`config.mk`:
```
export PLATFORM = sky130hd
export DESIGN_NAME = bitmap_rle_run_decoder_core
export DESIGN_NICKNAME = d
export VERILOG_FILES = /design/src/rledec_pkg.sv /design/src/rledec_front.sv /design/src/rledec_queue.sv /design/src/rledec_back.sv /design/src/bitmap_rle_run_decoder_core.sv
export SDC_FILE = /design/constraint.sdc
export NUM_CORES = 1
export LEC_CHECK = 0
export BUFFER_PORTS_ARGS = -buffer_cell sky130_fd_sc_hd__buf_2
export CAP_MARGIN = 30
export CORE_ASPECT_RATIO = 0.75
export CORE_UTILIZATION = 56
export CTS_CLUSTER_DIAMETER = 120
export CTS_CLUSTER_SIZE = 16
export DETAILED_ROUTE_END_ITERATION = 8
export PLACE_DENSITY_LB_ADDON = 0.12
export SYNTH_ARGS = -nofsm -noshare
export SYNTH_HDL_FRONTEND = slang
export SYNTH_HIERARCHICAL = 1
export SYNTH_SLANG_ARGS = --single-unit
```
`constraint.sdc`:
```
create_clock -name clk -period 5.75 [get_ports clk]
set_input_delay 1.15 -clock clk [delete_from_list [all_inputs] [get_ports clk]]
set_output_delay 1.15 -clock clk [all_outputs]
set_load 0.05 [all_outputs]
```
`src/rledec_pkg.sv`:
```
// Package for the bitmap RLE run decoder: word types, codes and limits.
// Used by every module of the decoder; depends on nothing.
package rledec_pkg;

  localparam int unsigned MAX_WIDTH_DEF  = 4096;
  localparam int unsigned MAX_HEIGHT_DEF = 4096;
  localparam int unsigned QUEUE_DEPTH    = 4;

  localparam logic [12:0] LINE_TOP = 13'h1FFF;
  localparam logic [1:0]  NIB_MASK = 2'h3;

  typedef enum logic [2:0] {
    PH_CMD  = 3'd0,
    PH_ARG  = 3'd1,
    PH_DX   = 3'd2,
    PH_DY   = 3'd3,
    PH_ABS  = 3'd4,
    PH_PAD  = 3'd5,
    PH_HALT = 3'd6
  } phase_t;

  typedef enum logic [2:0] {
    K_WRITE     = 3'd0,
    K_OK        = 3'd1,
    K_BAD_DELTA = 3'd2,
    K_BAD_ABS   = 3'd3,
    K_TRUNC     = 3'd4,
    K_TRAIL     = 3'd5
  } kind_t;

  typedef enum logic [1:0] {
    REG_IMAGE_WIDTH  = 2'd0,
    REG_IMAGE_HEIGHT = 2'd1,
    REG_NIBBLE_MODE  = 2'd2,
    REG_TOP_FIRST    = 2'd3
  } cfg_idx_t;

  localparam logic [7:0] ESC_EOL   = 8'h00;
  localparam logic [7:0] ESC_EOB   = 8'h01;
  localparam logic [7:0] ESC_DELTA = 8'h02;

  typedef struct packed {
    logic [12:0] image_width;
    logic [12:0] image_height;
    logic        nibble_mode;
    logic        top_first;
  } cfg_t;

  typedef struct packed {
    logic [7:0] stream_byte;
    logic       end_of_stream;
  } in_word_t;

  typedef struct packed {
    kind_t       kind;
    logic [11:0] row_index;
    logic [11:0] start_column;
    logic [7:0]  pixel_count;
    logic [7:0]  pixel_byte;
    logic        final_res;
  } out_word_t;

  typedef struct packed {
    logic        has_wr;
    logic [11:0] row_index;
    logic [11:0] start_column;
    logic [7:0]  pixel_count;
    logic [7:0]  pixel_byte;
    logic        has_st;
    kind_t       st_kind;
  } entry_t;

endpackage

```
`src/rledec_front.sv`:
```
// Front end of the RLE decoder: takes one stream word per cycle while accept
// is high, tracks the command phase and position, and builds one queue entry of up to two results.
// Depends on rledec_pkg.
module rledec_front #(
  parameter int unsigned MAX_WIDTH  = rledec_pkg::MAX_WIDTH_DEF,
  parameter int unsigned MAX_HEIGHT = rledec_pkg::MAX_HEIGHT_DEF
) (
  input  logic                clk,
  input  logic                rst_n,
  input  rledec_pkg::cfg_t    cfg,
  input  logic                accept,
  input  rledec_pkg::in_word_t word,
  output logic                push,
  output rledec_pkg::entry_t  entry
);
  import rledec_pkg::*;

  phase_t      phase_r, phase_nxt, phase_mid;
  logic [12:0] column_r, column_nxt;
  logic [12:0] line_r, line_nxt;
  logic [7:0]  first_r, first_nxt;
  logic [7:0]  abs_left_r, abs_left_nxt;
  logic        pad_r, pad_nxt;

  logic [7:0]  b;
  logic        eos;
  logic [12:0] w, h, room, col_adv;
  logic        wr_req, wr_vis, st_hit, eos_hit;
  kind_t       st_kind;
  logic [7:0]  req_cnt, wr_cnt, take, abs_rem;
  logic [13:0] nx, ny;
  logic        delta_bad, abs_bad;
  logic [11:0] row;

  assign b   = word.stream_byte;
  assign eos = word.end_of_stream;
  assign w   = (32'(cfg.image_width) < MAX_WIDTH) ? cfg.image_width : 13'(MAX_WIDTH);
  assign h   = (32'(cfg.image_height) < MAX_HEIGHT) ? cfg.image_height : 13'(MAX_HEIGHT);

  assign room      = (column_r < w) ? (w - column_r) : 13'd0;
  assign nx        = {1'b0, column_r} + {6'd0, first_r};
  assign ny        = {1'b0, line_r} + {6'd0, b};
  assign delta_bad = (nx >= {1'b0, w}) || (ny > {1'b0, h});
  assign abs_bad   = {5'd0, b} > w;
  assign row       = cfg.top_first ? line_r[11:0] : 12'(h - 13'd1 - line_r);

  always_comb begin
    take = (cfg.nibble_mode && abs_left_r >= 8'd2) ? 8'd2 : 8'd1;
    if (take > abs_left_r) begin
      take = abs_left_r;
    end
    abs_rem = abs_left_r - take;
    wr_req  = (phase_r == PH_ABS) || (phase_r == PH_ARG && first_r != 8'd0);
    req_cnt = (phase_r == PH_ABS) ? take : first_r;
    wr_cnt  = ({5'd0, req_cnt} > room) ? room[7:0] : req_cnt;
    wr_vis  = wr_req && wr_cnt != 8'd0 && line_r < h;
    col_adv = column_r + {5'd0, wr_cnt};
    st_hit  = 1'b0;
    st_kind = K_OK;
    if (phase_r == PH_ARG && first_r == 8'd0 && b == ESC_EOB) begin
      st_hit  = 1'b1;
      st_kind = eos ? K_OK : K_TRAIL;
    end else if (phase_r == PH_ARG && first_r == 8'd0 && b != ESC_EOL &&
                 b != ESC_DELTA && abs_bad) begin
      st_hit  = 1'b1;
      st_kind = K_BAD_ABS;
    end else if (phase_r == PH_DY && delta_bad) begin
      st_hit  = 1'b1;
      st_kind = K_BAD_DELTA;
    end
  end

  always_comb begin
    phase_mid    = phase_r;
    column_nxt   = column_r;
    line_nxt     = line_r;
    first_nxt    = first_r;
    abs_left_nxt = abs_left_r;
    pad_nxt      = pad_r;
    case (phase_r)
      PH_CMD: begin
        first_nxt = b;
        phase_mid = PH_ARG;
      end
      PH_ARG: begin
        phase_mid = PH_CMD;
        if (first_r != 8'd0) begin
          column_nxt = col_adv;
        end else if (b == ESC_EOL) begin
          line_nxt   = (line_r != LINE_TOP) ? line_r + 13'd1 : line_r;
          column_nxt = 13'd0;
        end else if (b == ESC_DELTA) begin
          phase_mid = PH_DX;
        end else if (b != ESC_EOB && !abs_bad) begin
          abs_left_nxt = b;
          if (cfg.nibble_mode) begin
            pad_nxt = (b[1:0] == 2'd1) || (b[1:0] == 2'd2);
          end else begin
            pad_nxt = b[0];
          end
          phase_mid = PH_ABS;
        end
      end
      PH_DX: begin
        first_nxt = b;
        phase_mid = PH_DY;
      end
      PH_DY: begin
        if (!delta_bad) begin
          column_nxt = nx[12:0];
          line_nxt   = ny[12:0];
          phase_mid  = PH_CMD;
        end
      end
      PH_ABS: begin
        column_nxt   = col_adv;
        abs_left_nxt = abs_rem;
        if (abs_rem == 8'd0) begin
          phase_mid = pad_r ? PH_PAD : PH_CMD;
        end
      end
      PH_PAD: begin
        pad_nxt   = 1'b0;
        phase_mid = PH_CMD;
      end
      default: begin
        phase_mid = PH_HALT;
      end
    endcase
    phase_nxt = st_hit ? PH_HALT : phase_mid;
    if (eos) begin
      phase_nxt    = PH_CMD;
      column_nxt   = 13'd0;
      line_nxt     = 13'd0;
      first_nxt    = 8'd0;
      abs_left_nxt = 8'd0;
      pad_nxt      = 1'b0;
    end
  end

  always_comb begin
    eos_hit            = eos && !st_hit && phase_r != PH_HALT;
    entry.has_wr       = wr_vis;
    entry.row_index    = row;
    entry.start_column = column_r[11:0];
    entry.pixel_count  = wr_cnt;
    entry.pixel_byte   = b;
    entry.has_st       = st_hit || eos_hit;
    if (st_hit) begin
      entry.st_kind = st_kind;
    end else if (phase_mid == PH_CMD || phase_mid == PH_PAD) begin
      entry.st_kind = K_OK;
    end else begin
      entry.st_kind = K_TRUNC;
    end
    push = accept && (wr_vis || st_hit || eos_hit);
  end

  always_ff @(posedge clk) begin
    if (!rst_n) begin
      phase_r    <= PH_CMD;
      column_r   <= 13'd0;
      line_r     <= 13'd0;
      first_r    <= 8'd0;
      abs_left_r <= 8'd0;
      pad_r      <= 1'b0;
    end else if (accept) begin
      phase_r    <= phase_nxt;
      column_r   <= column_nxt;
      line_r     <= line_nxt;
      first_r    <= first_nxt;
      abs_left_r <= abs_left_nxt;
      pad_r      <= pad_nxt;
    end
  end

endmodule

```
`src/rledec_queue.sv`:
```
// Short entry queue between the decoder front and the result back end.
// Depends on rledec_pkg for the entry type.
module rledec_queue #(
  parameter int unsigned DEPTH = rledec_pkg::QUEUE_DEPTH
) (
  input  logic               clk,
  input  logic               rst_n,
  input  logic               push,
  input  rledec_pkg::entry_t push_entry,
  input  logic               pop,
  output rledec_pkg::entry_t head,
  output logic               empty,
  output logic               full
);
  import rledec_pkg::*;

  localparam int unsigned PW = (DEPTH > 1) ? $clog2(DEPTH) : 1;
  localparam int unsigned CW = $clog2(DEPTH + 1);

  entry_t          slots_r [DEPTH];
  logic [PW-1:0]   wptr_r, wptr_nxt, rptr_r, rptr_nxt;
  logic [CW-1:0]   count_r, count_nxt;

  assign empty = (count_r == CW'(0));
  assign full  = (count_r == CW'(DEPTH));
  assign head  = slots_r[rptr_r];

  always_comb begin
    wptr_nxt  = wptr_r;
    rptr_nxt  = rptr_r;
    count_nxt = count_r;
    if (push) begin
      wptr_nxt = (wptr_r == PW'(DEPTH - 1)) ? PW'(0) : wptr_r + PW'(1);
    end
    if (pop) begin
      rptr_nxt = (rptr_r == PW'(DEPTH - 1)) ? PW'(0) : rptr_r + PW'(1);
    end
    if (push && !pop) begin
      count_nxt = count_r + CW'(1);
    end else if (pop && !push) begin
      count_nxt = count_r - CW'(1);
    end
  end

  always_ff @(posedge clk) begin
    if (!rst_n) begin
      wptr_r  <= '0;
      rptr_r  <= '0;
      count_r <= '0;
    end else begin
      wptr_r  <= wptr_nxt;
      rptr_r  <= rptr_nxt;
      count_r <= count_nxt;
    end
  end

  always_ff @(posedge clk) begin
    if (push) begin
      slots_r[wptr_r] <= push_entry;
    end
  end

endmodule

```
`src/rledec_back.sv`:
```
// Back end of the RLE decoder: presents the head entry's results one word at
// a time, pixel write first, and pops the entry after its last word.
// Depends on rledec_pkg.
module rledec_back (
  input  logic                  clk,
  input  logic                  rst_n,
  input  rledec_pkg::entry_t    head,
  input  logic                  empty,
  output logic                  pop,
  output logic                  out_valid,
  input  logic                  out_stall,
  output rledec_pkg::out_word_t out_word
);
  import rledec_pkg::*;

  logic sel_r, sel_nxt;
  logic cur_st, last, take;

  always_comb begin
    out_valid = !empty;
    cur_st    = !head.has_wr || sel_r;
    last      = cur_st || !head.has_st;
    take      = out_valid && !out_stall;
    pop       = take && last;
    sel_nxt   = take ? !last : sel_r;
    if (cur_st) begin
      out_word.kind         = head.st_kind;
      out_word.row_index    = 12'd0;
      out_word.start_column = 12'd0;
      out_word.pixel_count  = 8'd0;
      out_word.pixel_byte   = 8'd0;
    end else begin
      out_word.kind         = K_WRITE;
      out_word.row_index    = head.row_index;
      out_word.start_column = head.start_column;
      out_word.pixel_count  = head.pixel_count;
      out_word.pixel_byte   = head.pixel_byte;
    end
    out_word.final_res = last;
  end

  always_ff @(posedge clk) begin
    if (!rst_n) begin
      sel_r <= 1'b0;
    end else begin
      sel_r <= sel_nxt;
    end
  end

endmodule

```
`src/bitmap_rle_run_decoder_core.sv`:
```
// Top level of the bitmap RLE8/RLE4 run decoder: configuration registers,
// decoder front, entry queue and result back end.
// Depends on rledec_pkg, rledec_front, rledec_queue and rledec_back.
//
//   channel  direction  handshake          word
//   in_      input      in_valid/in_stall  stream_byte, end_of_stream
//   out_     output     out_valid/out_stall kind, row, column, count, byte, final
//   cfg_     input      cfg_valid/cfg_ready index and 13-bit data
//
// One stream word is taken every cycle while the four-entry queue has room.
// Each word yields at most two results, drained at one result per cycle while out_stall is low.
// A stalled output only stops input once the queue fills.
// Reset is synchronous; after it the block takes words at once.
module bitmap_rle_run_decoder_core #(
  parameter int unsigned MAX_WIDTH  = rledec_pkg::MAX_WIDTH_DEF,
  parameter int unsigned MAX_HEIGHT = rledec_pkg::MAX_HEIGHT_DEF
) (
  input  logic                  clk,
  input  logic                  rst_n,
  input  logic                  in_valid,
  output logic                  in_stall,
  input  rledec_pkg::in_word_t  in_word,
  output logic                  out_valid,
  input  logic                  out_stall,
  output rledec_pkg::out_word_t out_word,
  input  logic                  cfg_valid,
  output logic                  cfg_ready,
  input  rledec_pkg::cfg_idx_t  cfg_index,
  input  logic [12:0]           cfg_data
);
  import rledec_pkg::*;

  cfg_t   cfg_r;
  entry_t push_entry, head;
  logic   push, pop, empty, full, in_take;

  assign cfg_ready = 1'b1;
  assign in_stall  = full;
  assign in_take   = in_valid && !in_stall;

  always_ff @(posedge clk) begin
    if (!rst_n) begin
      cfg_r.image_width  <= 13'd1;
      cfg_r.image_height <= 13'd1;
      cfg_r.nibble_mode  <= 1'b0;
      cfg_r.top_first    <= 1'b0;
    end else if (cfg_valid && cfg_ready) begin
      case (cfg_index)
        REG_IMAGE_WIDTH:  cfg_r.image_width  <= cfg_data;
        REG_IMAGE_HEIGHT: cfg_r.image_height <= cfg_data;
        REG_NIBBLE_MODE:  cfg_r.nibble_mode  <= cfg_data[0];
        REG_TOP_FIRST:    cfg_r.top_first    <= cfg_data[0];
        default: begin
        end
      endcase
    end
  end

  rledec_front #(
    .MAX_WIDTH  (MAX_WIDTH),
    .MAX_HEIGHT (MAX_HEIGHT)
  ) u_front (
    .clk    (clk),
    .rst_n  (rst_n),
    .cfg    (cfg_r),
    .accept (in_take),
    .word   (in_word),
    .push   (push),
    .entry  (push_entry)
  );

  rledec_queue #(
    .DEPTH (QUEUE_DEPTH)
  ) u_queue (
    .clk        (clk),
    .rst_n      (rst_n),
    .push       (push),
    .push_entry (push_entry),
    .pop        (pop),
    .head       (head),
    .empty      (empty),
    .full       (full)
  );

  rledec_back u_back (
    .clk       (clk),
    .rst_n     (rst_n),
    .head      (head),
    .empty     (empty),
    .pop       (pop),
    .out_valid (out_valid),
    .out_stall (out_stall),
    .out_word  (out_word)
  );

endmodule

```
==> results.sh, run 1 <==
export IMPL_grt_pass1_wl_um=63500
export IMPL_min_from="cfg_r[11]"
export IMPL_synth_nets=1604
export IMPL_ys_top_cells_by_area="edfxtp_1 (34%), dfxtp_1 (11%), ha_1 (9.2%), mux4_2 (5.7%), nand2_1 (4.0%)"
export IMPL_die_h_um=148
export IMPL_wl_um=41500
export IMPL_cp_arrival_ns=6.18
export IMPL_slew_viol_final=0
export IMPL_grt_setup_unrepaired="yes"
export IMPL_cp_data_required_time_ns=6.17
export IMPL_path_max_fanout=4
export IMPL_io_pins=76
export IMPL_final_period_utilization=1.00
export IMPL_period_needed_ns=5.77
export IMPL_core_area_um2=27400
export IMPL_power_internal_mw=3.61
export IMPL_h_tree_depth=1
export IMPL_maxCapViolCount=0
export IMPL_hpwl_um=30500
export IMPL_crit_type="reg -> reg"
export IMPL_dpl_cell_area_um2=17000
export IMPL_diodes=0
export IMPL_clkTransAtPathRegs_ns=0.09
export IMPL_slew_headroom=0.296
export IMPL_syn_to_final_growth_pct=12.5
export IMPL_seq_area_frac_synth=0.447
export IMPL_syn_instance_count=1451
export IMPL_synth_top_area_share=0.341
export IMPL_failed_checks="negative setup slack"
export IMPL_drive_gt1_frac=0.229
export IMPL_finalWorstSetupSlack_ns=-0.0159
export IMPL_hold_path_class="reg -> reg"
export IMPL_fp_dieW_um=196
export IMPL_peakVddDrop_uv=182
export IMPL_synth_distinct_cells=95
export IMPL_final_common_cell="edfxtp_1"
export IMPL_fin_skew_ns=0.0190
export IMPL_outcome="finished, violations left"
export IMPL_cpMaxStageDelayCell="or4_4"
export IMPL_start_kind="flop"
export IMPL_avgSynthCellArea_um2=10.9
export IMPL_final_cell_mix="edfxtp_1 (180), nand2_1 (165), ha_1 (114)"
export IMPL_grt_pass1_vias=11000
export IMPL_track_usage=0.286
export IMPL_grt_overflow=0
export IMPL_ys_warn_count=6
export IMPL_routed_via_density=5.99
export IMPL_crit_path_start="u_front/abs_left_r[2]"
export IMPL_seq_power_share=0.398
export IMPL_r2r_start="u_front/abs_left_r[2]"
export IMPL_hold_viol_final=0
export IMPL_ys_flop_type="edfxtp_1"
export IMPL_p_per_area_nw_per_um2=314
export IMPL_portBuffers=74
export IMPL_clkSinkCount=264
export IMPL_grt_max_degree=70
export IMPL_worstMarginPinSlew_ns=1.05
export IMPL_grt_antenna_before_repair=0
export IMPL_max_stage_delay_ns=0.53
export IMPL_postLayoutCellArea_um2=17800
export IMPL_cts_root_buf="clkbuf_16"
export IMPL_rows=52
export IMPL_cts_tree="yes"
export IMPL_place_ws_ns=-0.315
export IMPL_initial_core_util=0.579
export IMPL_yosys_area_top_type="edfxtp_1"
export IMPL_die_area_um2=29000
export IMPL_max_freq_ghz=0.173
export IMPL_worstSetupEndpointType="flop"
export IMPL_combPwrFrac=0.367
export IMPL_wl_per_cell_um=21.0
export IMPL_worst_skew_pair_late_latency_ns=0.52
export IMPL_synth_edf_count=180
export IMPL_p_leak_nw=7.12
export IMPL_place_gp_congestion=0.990
export IMPL_p_switching_mw=1.98
export IMPL_async_reset_ff_frac=0
export IMPL_cts_buffers=20
export IMPL_whs_ns=0.459
export IMPL_final_nets=1734
export IMPL_pwr_share_clk=0.235
export IMPL_drc=0
export IMPL_setup_viol=1
export IMPL_ys_ff_latch=264
export IMPL_dr_pass1_iters=5
export IMPL_drtIter0Drc=1304
export IMPL_netlist_area_um2=15800
export IMPL_p_sw_frac=0.354
export IMPL_cts_path_max_buffers=3
export IMPL_vias=11800
export IMPL_ant_nets=0
stage by stage:
step                       util  cells  total power [mW]  setup TNS (ns)
after floorplan               -   1451              3.80               0
after CTS                 0.645   1965              5.58          -0.123
after detailed placement  0.620   1922              4.24           -8.29
final                     0.651   1972              5.59         -0.0159
after global placement    0.619   1921              4.20          -0.397
after global routing      0.651   1972              5.83           -1.33
worst paths after layout:
check | cells after the start | end | slack (ns)
hold reg to reg | 2 | cfg_r[11] | 0.46
setup reg to reg | 31 | u_front/column_r[10] | -0.02
hold / removal | 2 | cfg_r[11] | 0.46
setup / recovery | 31 | u_front/column_r[10] | -0.02
kinds of logic after synthesis:
group | after synthesis | share of synthesized area
flip-flops | 264 | 0.447
multiplexers | 100 | 0.100
AND/OR/NAND/NOR | 443 | 0.143
XOR/XNOR | 48 | 0.0265
buffers and inverters | 166 | 0.0548
AO/OA/AOI/OAI | 305 | 0.127
adder cells (fa/ha/maj) | 124 | 0.101
other | 1 | 0.000237
layer usage:
layer / vias to the layer above / track usage / part of all wire
met2: 497 / 0.410 / 0.42
met5: - / 0 / 0
met1: 5707 / 0.458 / 0.48
met4: 0 / 0.0555 / 0.018
li1: 5544 / - / -
met3: 63 / 0.0408 / 0.085
synth_stat cells (all sizes together), types with 4 or more instances:
library cell,count
o21bai,9
a21boi,4
nand2,168
buf,45
edfxtp,180
o21ai,75
mux4,45
nand2b,11
or3,6
dfxtp,84
ha,117
o31a,5
o21a,14
fa,7
nor2,86
o41ai,5
a21oi,86
or2,4
nand3,23
nor3,23
nor2b,30
a22oi,14
nand4,8
inv,91
a31oi,5
o211ai,16
o2111ai,4
or4,4
and2,48
nand3b,4
clkbuf,29
a311oi,4
a211oi,13
nor3b,5
mux2,4
and3,7
o31ai,10
nor4,8
a21o,14
xor2,13
xnor2,35
mux2i,51
cell type report:
cell class              count  area (um^2)
flip-flops and latches    264         7090
clock buffers              33          549
repair buffers            182         1260
clock inverters             2         25.0
multi-input cells        1021         8080
inverters                  92          348
well taps                 378          473
fillers                  2134         9560
sequential cells by signal, summed over array words and instances (netlist names), named ones only:
register / count
u_front/column_r: 13
u_queue/wptr_r: 2
u_queue/slots_r: 180
u_front/line_r: 13
u_front/phase_r: 3
u_front/pad_r: 1
u_front/abs_left_r: 8
u_queue/rptr_r: 2
u_front/first_r: 8
cfg_r: 28
u_back/sel_r: 1
u_queue/count_r: 3
critical path: cells and delay by family, from the launching register on:
kind | cells | cell delay, ns
buffers and inverters | 3 | 0.25
flip-flops | 1 | 0.32
adder cells (fa/ha/maj) | 4 | 1.04
AO/OA/AOI/OAI | 13 | 1.89
AND/OR/NAND/NOR | 11 | 2.14
power by group through the flow:
stage,combinational [mW],clock (mW),sequential (mW)
after floorplan,1.55,0,2.24
after global placement,1.95,0,2.26
after detailed placement,1.98,0,2.27
after CTS,2.01,1.35,2.22
after global routing,2.19,1.41,2.23
final,2.05,1.31,2.22
what timing repair did:
item | 4_1_cts | 5_1_grt
setup endpoints to repair | 4 | 10
resized for setup | 17 | 27
pin swaps | 14 | 11
hold buffers | 0 | 0
setup buffers | 8 | 7
cloned | 0 | 0
No activity file was read; power rests on OpenSTA's default activity.
==> inputs of run 2 (changes only) <==
--- a/config.mk
+++ b/config.mk
@@ -5,10 +5,11 @@
 export SDC_FILE = /design/constraint.sdc
 export NUM_CORES = 1
 export LEC_CHECK = 0
+export ABC_AREA = 1
 export BUFFER_PORTS_ARGS = -buffer_cell sky130_fd_sc_hd__buf_2
 export CAP_MARGIN = 30
 export CORE_ASPECT_RATIO = 0.75
-export CORE_UTILIZATION = 56
+export CORE_UTILIZATION = 50
 export CTS_CLUSTER_DIAMETER = 120
 export CTS_CLUSTER_SIZE = 16
 export DETAILED_ROUTE_END_ITERATION = 8
==> run 2 against run 1 <==
  * The flow now finishes without violations
  * Final cell count rose by 31%
  * Die area increased by 17%
  * Critical path depth up 8
  * Clock power is essentially flat
  * Synthesized cell count rose by 43%
  * Largest cell class unchanged
  * Largest power group is now combinational logic
==> results.sh, run 2 <==
export IMPL_outcome="finished, final reports clean"
export IMPL_worstSetupEndpointType="flop"
export IMPL_slew_viol_final=0
export IMPL_maxCapViolCount=0
export IMPL_async_reset_ff_frac=0
export IMPL_synth_top_family_by_area="simple AND/OR/NAND/NOR gates"
export IMPL_clkTransAtPathRegs_ns=0.07
export IMPL_synth_compound_area_frac=0.131
export IMPL_die_area_um2=33900
export IMPL_fin_cells=2580
export IMPL_synth_top_area_share=0.326
export IMPL_slew_headroom=0.339
export IMPL_use_met3=0.0566
export IMPL_synth_most_common_cell="nand2_1"
export IMPL_final_cell_mix="nand2_1 (383), nor2_1 (306), inv_1 (290)"
export IMPL_place_gp_congestion=0.953
export IMPL_fp_dieW_um=212
export IMPL_ys_warn_count=6
export IMPL_seq_area_frac_synth=0.428
export IMPL_ant_nets=0
export IMPL_final_period_utilization=0.930
export IMPL_core_area_um2=32500
export IMPL_synth_distinct_cells=58
export IMPL_h_tree_depth=1
export IMPL_grt_antenna_before_repair=2
export IMPL_final_nets=2278
export IMPL_wl_per_cell_um=18.0
export IMPL_cts_tree="yes"
export IMPL_fillers=3192
export IMPL_worstMarginPinSlew_ns=0.982
export IMPL_vias=14000
export IMPL_period_needed_ns=5.35
export IMPL_syn_to_final_growth_pct=8.54
export IMPL_met2_usage=0.380
export IMPL_drc=0
export IMPL_path_max_fanout=8
export IMPL_grt_pass1_wl_um=72500
export IMPL_ys_ff_latch=264
export IMPL_dp_cells=2541
export IMPL_cts_buffers=20
export IMPL_synth_fa_ha_area_frac=0.0968
export IMPL_regMostFlops="u_queue/slots_r"
export IMPL_grt_setup_unrepaired="yes"
export IMPL_max_stage_delay_ns=0.41
export IMPL_avgSynthCellArea_um2=7.98
export IMPL_diodes=0
export IMPL_die_h_um=160
export IMPL_path_common_cell="nand2_1"
export IMPL_cp_arrival_ns=5.76
export IMPL_cpMaxStageDelayCell="fa_1"
export IMPL_yosys_area_top_type="edfxtp_1"
export IMPL_whs_ns=0.485
export IMPL_grt_busiest_layer="met1"
export IMPL_cp_data_required_time_ns=6.17
export IMPL_synth_xor_area_share=0.0180
export IMPL_globalRouteMet1Util=0.443
export IMPL_largest_reg_flops=180
export IMPL_cts_root_buf="clkbuf_16"
export IMPL_portBuffers=74
export IMPL_drtIter0Drc=1337
export IMPL_grt_pass1_vias=12700
export IMPL_hold_viol_final=0
export IMPL_postLayoutCellArea_um2=18000
export IMPL_start_kind="flop"
export IMPL_track_usage=0.276
export IMPL_worst_skew_pair_late_latency_ns=0.54
export IMPL_cts_path_max_buffers=3
export IMPL_ys_top_cells_by_area="edfxtp_1 (33%), dfxtp_1 (10%), ha_1 (8.8%), nand2_1 (8.8%), nor2_1 (7.0%)"
export IMPL_dpl_cell_area_um2=17200
export IMPL_netlist_area_um2=16600
export IMPL_wl_um=46500
export IMPL_max_freq_ghz=0.187
export IMPL_synth_simple_area_share=0.220
export IMPL_routed_via_density=5.41
export IMPL_peakVddDrop_uv=674
export IMPL_setup_viol=0
export IMPL_fin_tns_setup_ns=0
export IMPL_io_pins=76
export IMPL_crit_type="reg -> reg"
export IMPL_synth_nets=2231
export IMPL_final_common_cell="nand2_1"
export IMPL_synthMuxAreaShare=0
export IMPL_reg_largest_list="u_queue/slots_r: 180 flops, cfg_r: 28 flops"
export IMPL_syn_instance_count=2078
export IMPL_p_leak_nw=8.20
export IMPL_synth_edf_count=180
export IMPL_initial_core_util=0.510
export IMPL_grt_overflow=0
export IMPL_netlist_top_cells_count="nand2_1 (388), nor2_1 (309), inv_1 (294)"
export IMPL_ys_flop_type="edfxtp_1"
export IMPL_hold_path_class="reg -> reg"
export IMPL_clkSinkCount=264
export IMPL_dr_pass1_iters=5
export IMPL_drive_gt1_frac=0.101
export IMPL_grt_max_degree=91
export IMPL_p_per_area_nw_per_um2=434
export IMPL_fin_skew_ns=0.0227
export IMPL_rows=57
export IMPL_hpwl_um=33700
run 2: cells by family after synthesis:
| group | count (synthesis) |
|---|---|
| DFF | 264 |
| AOI/OAI and AO/OA | 390 |
| xor gates and xnor gates | 34 |
| other | 1 |
| buffers and inverters | 393 |
| adders and majority gates | 124 |
| and+or+nand+nor | 872 |
run 2: area by class of cell:
class	instances	area (um^2)	area share
repair buffers	115	726	0.0403
well taps	442	553	0.0307
clock buffers	33	559	0.0311
clock inverters	2	25.0	0.00139
repair inverters	1	7.51	0.000417
inverters	302	1150	0.0637
flip-flops and latches	264	7090	0.394
multi-input cells	1421	7880	0.438
run 2: path summary, 6_finish.rpt:
| path | startpoint | end | slack, ns | depth (start not counted) |
|---|---|---|---|---|
| min | cfg_r[2] | cfg_r[2] | 0.48 | 2 |
| max | u_front/abs_left_r[4] | u_front/column_r[10] | 0.40 | 39 |
| max reg2reg | u_front/abs_left_r[4] | u_front/column_r[10] | 0.40 | 39 |
| min reg2reg | cfg_r[2] | cfg_r[2] | 0.48 | 2 |
run 2: layer usage:
layer / vias to the layer above / part of all wire / wire length, um
li1: 6947 / - / -
met1: 6469 / 0.50 / 23400
met2: 499 / 0.39 / 18300
met3: 48 / 0.088 / 4100
met4: 0 / 0.015 / 688
met5: - / 0 / 0
run 2: stage by stage:
step | total power, mW | setup slack [ns] | util
after floorplan | 5.48 | 0.574 | -
after global placement | 6.37 | 0.220 | 0.529
after detailed placement | 6.40 | -0.0157 | 0.529
after CTS | 7.74 | 0.0904 | 0.547
after global routing | 8.35 | -0.0579 | 0.553
final | 7.81 | 0.402 | 0.553
run 2: what timing repair did:
item,in CTS,in global routing
buffers inserted,0,3
setup endpoints to repair,1,104
gates cloned,0,1
hold buffers,0,0
pin swaps,0,4
hold endpoints to repair,0,0
gates resized for setup,1,33
run 2: power breakdown:
part	leakage, nW	internal (mW)	switching (mW)
combinational	5.57	1.14	2.89
clock	0.279	0.671	0.666
sequential	2.35	2.32	0.129
total	8.20	4.13	3.68
run 2: critical path, delay by kind of cell, from the launching register on:
kind                       cells  cell delay, ns
AOI/OAI and AO/OA              8            1.06
adders and majority gates      4            1.16
buffers and inverters          6            0.46
DFF                            1            0.31
and+or+nand+nor               21            2.23
